[config.mk]
export PLATFORM = sky130hd
export DESIGN_NAME = gbd_div
export DESIGN_NICKNAME = d
export VERILOG_FILES = /design/src/gbd_pkg.sv /design/src/gbd_div.sv
export SDC_FILE = /design/constraint.sdc
export NUM_CORES = 1
export LEC_CHECK = 0
export BUFFER_PORTS_ARGS = -buffer_cell sky130_fd_sc_hd__buf_4
export CORE_MARGIN = 4
export CORE_UTILIZATION = 31
export CTS_BUF_LIST = sky130_fd_sc_hd__clkbuf_4 sky130_fd_sc_hd__clkbuf_8 sky130_fd_sc_hd__clkbuf_16
export CTS_CLUSTER_DIAMETER = 150
export DETAILED_ROUTE_END_ITERATION = 6
export PLACE_DENSITY = 0.59
export SYNTH_ARGS = -nofsm -noshare
export SYNTH_HDL_FRONTEND = slang
export SYNTH_SLANG_ARGS = --single-unit
[constraint.sdc]
create_clock -name clk -period 6.3 [get_ports clk]
set_clock_uncertainty 0.2 [all_clocks]
set_input_delay 0.63 -clock clk [delete_from_list [all_inputs] [get_ports clk]]
set_output_delay 0.63 -clock clk [all_outputs]
set_load 0.01 [all_outputs]
[src/gbd_pkg.sv]
// Shared types and constants for the gray box downscaler.
// No dependencies; used by gbd_div and gray_box_downscaler.
package gbd_pkg;

    localparam int MAX_DEST_WIDTH_DEF = 1024;

    localparam int SUM_W      = 40;
    localparam int DIVIDEND_W = 40;
    localparam int DIVISOR_W  = 32;
    localparam int CNT_W      = $clog2(DIVIDEND_W + 1);

    localparam int PADDR_W = 4;
    localparam int PDATA_W = 32;

    // Configuration register indexes (paddr[3:2])
    localparam logic [1:0] REG_SRC_WIDTH  = 2'd0;
    localparam logic [1:0] REG_SRC_HEIGHT = 2'd1;
    localparam logic [1:0] REG_DST_WIDTH  = 2'd2;
    localparam logic [1:0] REG_DST_HEIGHT = 2'd3;

    typedef struct packed {
        logic                  start;
        logic [DIVIDEND_W-1:0] dividend;
        logic [DIVISOR_W-1:0]  divisor;
    } div_req_t;

    typedef struct packed {
        logic                  busy;
        logic                  done;
        logic [DIVIDEND_W-1:0] quotient;
    } div_rsp_t;

endpackage

[src/gbd_div.sv]
// Shared restoring divider, one quotient bit per cycle.
// Depends on gbd_pkg. A zero divisor gives a zero quotient.
module gbd_div
(
    input  logic              clk,
    input  logic              rst_n,
    input  gbd_pkg::div_req_t req,
    output gbd_pkg::div_rsp_t rsp
);

    logic                            busy_reg;
    logic                            done_reg;
    logic [gbd_pkg::CNT_W-1:0]       cnt_reg;
    logic [gbd_pkg::DIVIDEND_W-1:0]  dvd_reg;
    logic [gbd_pkg::DIVISOR_W-1:0]   dvs_reg;
    logic [gbd_pkg::DIVISOR_W-1:0]   rem_reg;
    logic                            zero_reg;

    logic [gbd_pkg::DIVISOR_W:0]     rem_sh;
    logic                            ge;
    logic [gbd_pkg::DIVISOR_W-1:0]   rem_next;

    assign rem_sh   = {rem_reg, dvd_reg[gbd_pkg::DIVIDEND_W-1]};
    assign ge       = rem_sh >= {1'b0, dvs_reg};
    assign rem_next = ge ? gbd_pkg::DIVISOR_W'(rem_sh - {1'b0, dvs_reg})
                         : rem_sh[gbd_pkg::DIVISOR_W-1:0];

    always_ff @(posedge clk or negedge rst_n)
    begin
        if (!rst_n)
        begin
            busy_reg <= 1'b0;
            done_reg <= 1'b0;
            cnt_reg  <= '0;
        end
        else
        begin
            done_reg <= 1'b0;
            if (req.start)
            begin
                busy_reg <= 1'b1;
                cnt_reg  <= gbd_pkg::CNT_W'(gbd_pkg::DIVIDEND_W);
            end
            else if (busy_reg)
            begin
                cnt_reg <= cnt_reg - 1'b1;
                if (cnt_reg == gbd_pkg::CNT_W'(1))
                begin
                    busy_reg <= 1'b0;
                    done_reg <= 1'b1;
                end
            end
        end
    end

    always_ff @(posedge clk)
    begin
        if (req.start)
        begin
            dvd_reg  <= req.dividend;
            dvs_reg  <= req.divisor;
            rem_reg  <= '0;
            zero_reg <= (req.divisor == '0);
        end
        else if (busy_reg)
        begin
            rem_reg <= rem_next;
            dvd_reg <= {dvd_reg[gbd_pkg::DIVIDEND_W-2:0], ge};
        end
    end

    assign rsp.busy     = busy_reg;
    assign rsp.done     = done_reg;
    assign rsp.quotient = zero_reg ? '0 : dvd_reg;

endmodule

==> results of run 1 <==
## logic make-up (layout without fill, tap and decap cells)
family / count (synthesis) / after routing / synth area share, %
AND/OR/NAND/NOR: 224 / 224 / 16.85
XOR/XNOR: 29 / 29 / 3.685
AO/OA/AOI/OAI: 144 / 144 / 14.23
buffers and inverters: 84 / 196 / 5.301
flip-flops: 113 / 113 / 44.01
multiplexers: 60 / 60 / 9.459
adder cells (fa/ha/maj): 35 / 35 / 6.463
## metrics by stage
| step | util, % | hold WS (ps) |
|---|---|---|
| 6_report | 39.03 | 197.9 |
| 5_1_grt | 39.03 | 185.4 |
| 4_1_cts | 39.03 | 183.0 |
| 3_5_place_dp | 36.42 | 255.1 |
| 3_3_place_gp | 36.42 | 254.2 |
| 2_1_floorplan | - | 134.4 |
## synth_stat cells (3+ instances only)
master     n
mux2i_1   19
o211ai_1   3
o21bai_1   3
nand2b_1  11
a311oi_1   5
nand2_1   36
buf_2     10
nand3_1   20
ha_1      34
o22ai_1    6
nor3_1    12
a211o_1    4
nor2b_1   46
nor4_1    12
nor3b_1    4
a21o_1    15
or3_1      3
dfxtp_1   32
a211oi_1  22
a21oi_1   26
inv_1     42
a31oi_1    7
o21ai_1    4
edfxtp_1  73
clkbuf_1  23
buf_6      4
o21ai_0   24
nand4_1   11
o21a_1     3
xnor2_1   17
xor2_1    12
nor2_1    54
mux2_2    41
dfrtp_1    8
## per-layer routing
metal,GRT usage [%],up-vias
met1,18.57,2630
met4,5.367,0
met5,0,-
li1,-,2722
met2,23.20,205
met3,5.472,22
## worst reg2reg max path, delay by kind of cell (launching register included)
family	cells	cell delay [ps]
flops	1	320
simple gates	5	1440
buf+inv	2	470
compound gates	3	740
fa+ha+maj	1	440
## worst paths after layout
| check | startpoint | endpoint | cells past startpoint |
|---|---|---|---|
| max reg2reg | dvs_reg[27] | rem_reg[20] | 11 |
| min in group asynchronous | rst_n | cnt_reg[2] | 2 |
| min | req[24] | dvs_reg[24] | 1 |
| max | dvs_reg[27] | rem_reg[20] | 11 |
| max in group asynchronous | rst_n | busy_reg | 2 |
| min reg2reg | rem_reg[26] | rem_reg[26] | 2 |
## report_power, final
part / internal (mW) / leakage [nW] / switching, mW
clock network: 0.582 / 0.272 / 0.337
registers: 0.945 / 1.10 / 0.102
logic: 0.617 / 2.18 / 0.817
## final cells by class
cell class	instances	area [µm²]	share of cell area [%]
multi-input combinational	492	3493	41.02
sequential	113	3034	35.63
inverter	43	161.4	1.895
timing repair buffer	122	918.4	10.78
clock inverter	12	118.9	1.396
tap	280	350.3	4.113
clock buffer	19	440.4	5.171
## what timing repair did
action                    in CTS  in global routing
hold buffers                   1                  0
gates resized for setup        0                  0
hold endpoints to repair       8                  0
==> results.txt, run 1 <==
post-synth top area share = 31.81%
Power Total = 3.399 mW
power density cells = 399.1 nW/µm²
first-pass GRT wire length = 28.72 mm
root buf cell = clkbuf_16
Met2 Routed Length = 8.427 mm
crit share post-route = 58.67%
number of synthesized register bits = 113
Mapped Cells = 689
Iteration-0 DRC Markers = 257
max reg flops = 40
initial antenna violation count = 0
crit start category = flip-flop
Final Hold Viols = 0
Hold Crit Class = in -> reg
critical path, cell by cell = inv_1 -> ha_1 -> and3_1 -> nand3_1 -> nor4_1 -> a221o_1 -> a211o_1 -> or2_1 -> buf_4 -> nand3_1 -> a311oi_1
row cnt = 54
Worst path slowest cell = nor4_1
commonest non-fill, non-tap cell in the layout = buf_4
fin cells = 1081
cell repeated most along the worst path = nand3_1
status = completed
largest net degree at the start of global routing = 77
Max Fclk = 270.5 MHz
num ports = 117
Die Area = 24680 µm²
arrival time at the worst endpoint = 3810 ps
Yosys warning total = 0
CTS tree = yes
drt pass-1 iters = 6
clock buffer depth = 2
DP HPWL = 13.34 mm
critical path's top delay family = simple AND/OR/NAND/NOR gates
crit path max fanout = 21
pre-CTS setup slack = 2705 ps
placed insts = 1049
global placement routability congestion = 0.9424
final worst setup slack = 2604 ps
ANT cells = 0
Final setup viols = 0
synth unique cells = 64
Leak = 3.557 nW
final WL = 18.10 mm
Crit. End Element = flip-flop
Reg2Reg Setup Slack = 2600 ps
Vias = 5579
gr usage total = 14.72%
post-synthesis sequential area ratio = 44.01%
Die X = 157.1 µm
clock insertion delay at the later pin of the skew report = 420 ps
grt total ovfl = 0
Worst VDD drop = 0.1652 mV
slowest stage delay, CP = 470 ps
Cell Area, Placed = 7948 µm²
Initial Util = 31.58%
synth top area cells = edfxtp_1 32%, dfxtp_1 9.3%, mux2_2 6.7%
Final Max Slew Viols = 0
layout cells sized above 1 = 24.72%
measured slew at the worst slew-check pin = 954.5 ps
Reg clk slew, reported paths = 60 ps
DRC viols = 0
number of global-route vias before repair = 5456
WL met1 = 7.834 mm
number of max-cap violations = 0
Main synth FF type = edfxtp_1
ys async rst share = 7.080%
RSZ-0062 raised after global routing = false
Routed WL per cell = 16.75 µm
TNS Setup = 0 ps
post-route ant nets = 0
Via-to-Cell Ratio = 5.161
Chip Height = 157.1 µm
number of H-tree levels = 4
IO Port Bufs = 116
met3 wire len = 1.549 mm
Slew headroom = 36.37%
Design Area, Final = 8517 µm²
WP buf/inv = 2
syn nets = 799
most frequent cells in the layout = 121 x buf_4, 73 x edfxtp_1, 54 x nor2_1, 46 x nor2b_1, 42 x inv_1
Sink Count = 113
Core Area = 21820 µm²
area grow syn2layout = 23.58%
top sig layer = met4
Period minus WS final = 3696 ps
Crit Path Category = reg -> reg
Synth area leader = edfxtp_1
Post-synth EDFFs = 73
Crit path required time = 6410 ps
post-CTS setup buffer count = 0
synthesized area per cell = 10.00 µm²
Layout Nets = 899
synthesized area = 6892 µm²
number of fill cells in the layout = 2157
Inserted Clock Buffers = 17
Note: power is estimated with default switching activity, not from simulation.
==> run 2, diff against run 1 <==
--- a/config.mk
+++ b/config.mk
@@ -11,7 +11,7 @@
 export CTS_BUF_LIST = sky130_fd_sc_hd__clkbuf_4 sky130_fd_sc_hd__clkbuf_8 sky130_fd_sc_hd__clkbuf_16
 export CTS_CLUSTER_DIAMETER = 150
 export DETAILED_ROUTE_END_ITERATION = 6
-export PLACE_DENSITY = 0.59
+export PLACE_DENSITY = 0.61
 export SYNTH_ARGS = -nofsm -noshare
 export SYNTH_HDL_FRONTEND = slang
 export SYNTH_SLANG_ARGS = --single-unit
==> constraint.sdc (replaced) <==
create_clock -name clk -period 3.1 [get_ports clk]
set_clock_uncertainty 0.2 [all_clocks]
set_input_delay 0.31 -clock clk [delete_from_list [all_inputs] [get_ports clk]]
set_output_delay 0.31 -clock clk [all_outputs]
set_load 0.01 [all_outputs]
==> results.txt, run 2 (same netlist as run 1, synthesis figures left out) <==
crit start category = flip-flop
Sink Count = 113
first-pass GRT wire length = 31.69 mm
crit share post-route = 96.63%
clock buffer depth = 2
Power Total = 7.760 mW
Worst VDD drop = 0.3614 mV
combinational share of power = 43.6%
area grow syn2layout = 40.72%
post-route ant nets = 0
Initial Util = 31.58%
largest net degree at the start of global routing = 64
num ports = 117
Cell Area, Placed = 8280 µm²
switching part of the total = 34.92%
Layout Nets = 1009
global placement routability congestion = 0.9518
number of max-cap violations = 0
clock insertion delay at the later pin of the skew report = 420 ps
max reg flops = 40
IO Port Bufs = 116
Final Max Slew Viols = 0
Vias = 5993
commonest non-fill, non-tap cell in the layout = buf_4
Final Hold Viols = 0
CP startpoint = dvs_reg[6]
measured slew at the worst slew-check pin = 682.2 ps
gr usage total = 16.03%
DP HPWL = 14.06 mm
power density cells = 800.1 nW/µm²
crit path max fanout = 6
Design Area, Final = 9698 µm²
Slew headroom = 54.10%
CTS tree = yes
Crit Path Category = reg -> reg
layout cells sized above 1 = 27.74%
Chip Height = 157.1 µm
drt pass-1 iters = 5
grt total ovfl = 0
number of H-tree levels = 4
Crit path required time = 3220 ps
Crit. End Element = flip-flop
Internal = 5.050 mW
Reg clk slew, reported paths = 50 ps
Reg-to-Reg Start = dvs_reg[6]
Routed WL per cell = 16.58 µm
Iteration-0 DRC Markers = 301
clock power share = 28.8%
initial antenna violation count = 0
Inserted Clock Buffers = 17
ANT cells = 0
final WL = 19.77 mm
arrival time at the worst endpoint = 3110 ps
number of fill cells in the layout = 1996
root buf cell = clkbuf_16
Die X = 157.1 µm
Period minus WS final = 2995 ps
row cnt = 54
status = completed
Final setup viols = 0
Hold Crit Class = in -> reg
Die Area = 24680 µm²
DRC viols = 0
Max Fclk = 333.8 MHz
Net Sw Power = 2.710 mW
number of global-route vias before repair = 6261
Reg power frac = 27.6%
most frequent cells in the layout = 161 x buf_4, 73 x edfxtp_1, 69 x dlygate4sd3_1, 53 x nor2_1, 46 x nor2b_1
min-delay src = req[71]
Core Area = 21820 µm²
Leak = 4.113 nW
Via-to-Cell Ratio = 5.028
run 2: changes by cell type in the layout (fill, tap and decap cells not counted), sizes merged:
| cell | before | now |
|---|---|---|
| buf | 121 | 163 |
| inv | 42 | 43 |
| dlygate4sd3 | 1 | 69 |
| clkinv | 9 | 6 |
| clkbuf | 19 | 18 |
| bufinv | 2 | 6 |
run 2: worst paths after layout:
path                            cells past startpoint  slack (ps)          end
min in group asynchronous                           2          50   cnt_reg[2]
worst min register to register                      2         300   rem_reg[3]
worst max register to register                      9         100  rem_reg[28]
worst min-delay path                                2          20  dvd_reg[39]
worst max-delay path                                9         100  rem_reg[28]
max in group asynchronous                           2        2520     busy_reg
run 2: repair_timing:
action | 4_1_cts | 5_1_grt
endpoints found under the hold margin | 76 | 0
resized for setup | 1 | 11
pin swaps | 0 | 2
buffers inserted | 0 | 1
hold buffers | 69 | 0
endpoints found under the setup margin | 26 | 30
gates cloned | 0 | 0
run 2: area by class of cell:
type                            instances  area [µm²]  area share [%]
Inverter                               43       161.4           1.664
Timing Repair Buffer                  232        1939           20.00
Clock inverter                         14       235.2           2.425
Clock buffer                           18       432.9           4.464
Sequential cell                       113        3034           31.29
Multi-Input combinational cell        492        3545           36.55
Tap cell                              280       350.3           3.612
run 2: per-stage QoR:
stage                     hold slack, ps  setup TNS [ps]  std cells  utilization [%]  setup slack, ps
after floorplan                   -185.6               0        689                -            126.0
after global placement            -67.23          -862.2       1090            37.94           -106.9
after detailed placement          -66.89          -539.5       1090            37.94           -87.14
after CTS                         0.6262         -0.7832       1191            44.20          -0.7832
after global routing               2.874          -104.3       1192            44.44           -39.90
final                              17.44               0       1192            44.44            104.6
run 2: per-layer routing:
| metal | GRT usage (%) | part of all wire, % | vias up |
|---|---|---|---|
| li1 | - | - | 2949 |
| met1 | 19.99 | 43 | 2838 |
| met2 | 27.13 | 49 | 187 |
| met3 | 4.427 | 6.6 | 19 |
| met4 | 4.957 | 1.4 | 0 |
| met5 | 0 | 0 | - |
run 2: critical path, cell delays in order (launching register included):
cell and delay (ps):
edfxtp_1 330, inv_1 40, ha_1 380, a221o_1 430, o31a_1 290, a211o_1 350, a211oi_1 220, buf_4 150
o2111ai_1 190, a311oi_1 330
run 2: power groups by stage:
stage	Sequential [mW]	Combinational [mW]	Clock, mW
after floorplan	2.08	2.26	0
after global placement	2.16	3.21	0
after detailed placement	2.16	3.21	0
after CTS	2.13	3.31	2.29
after global routing	2.17	3.70	2.35
final	2.14	3.38	2.24
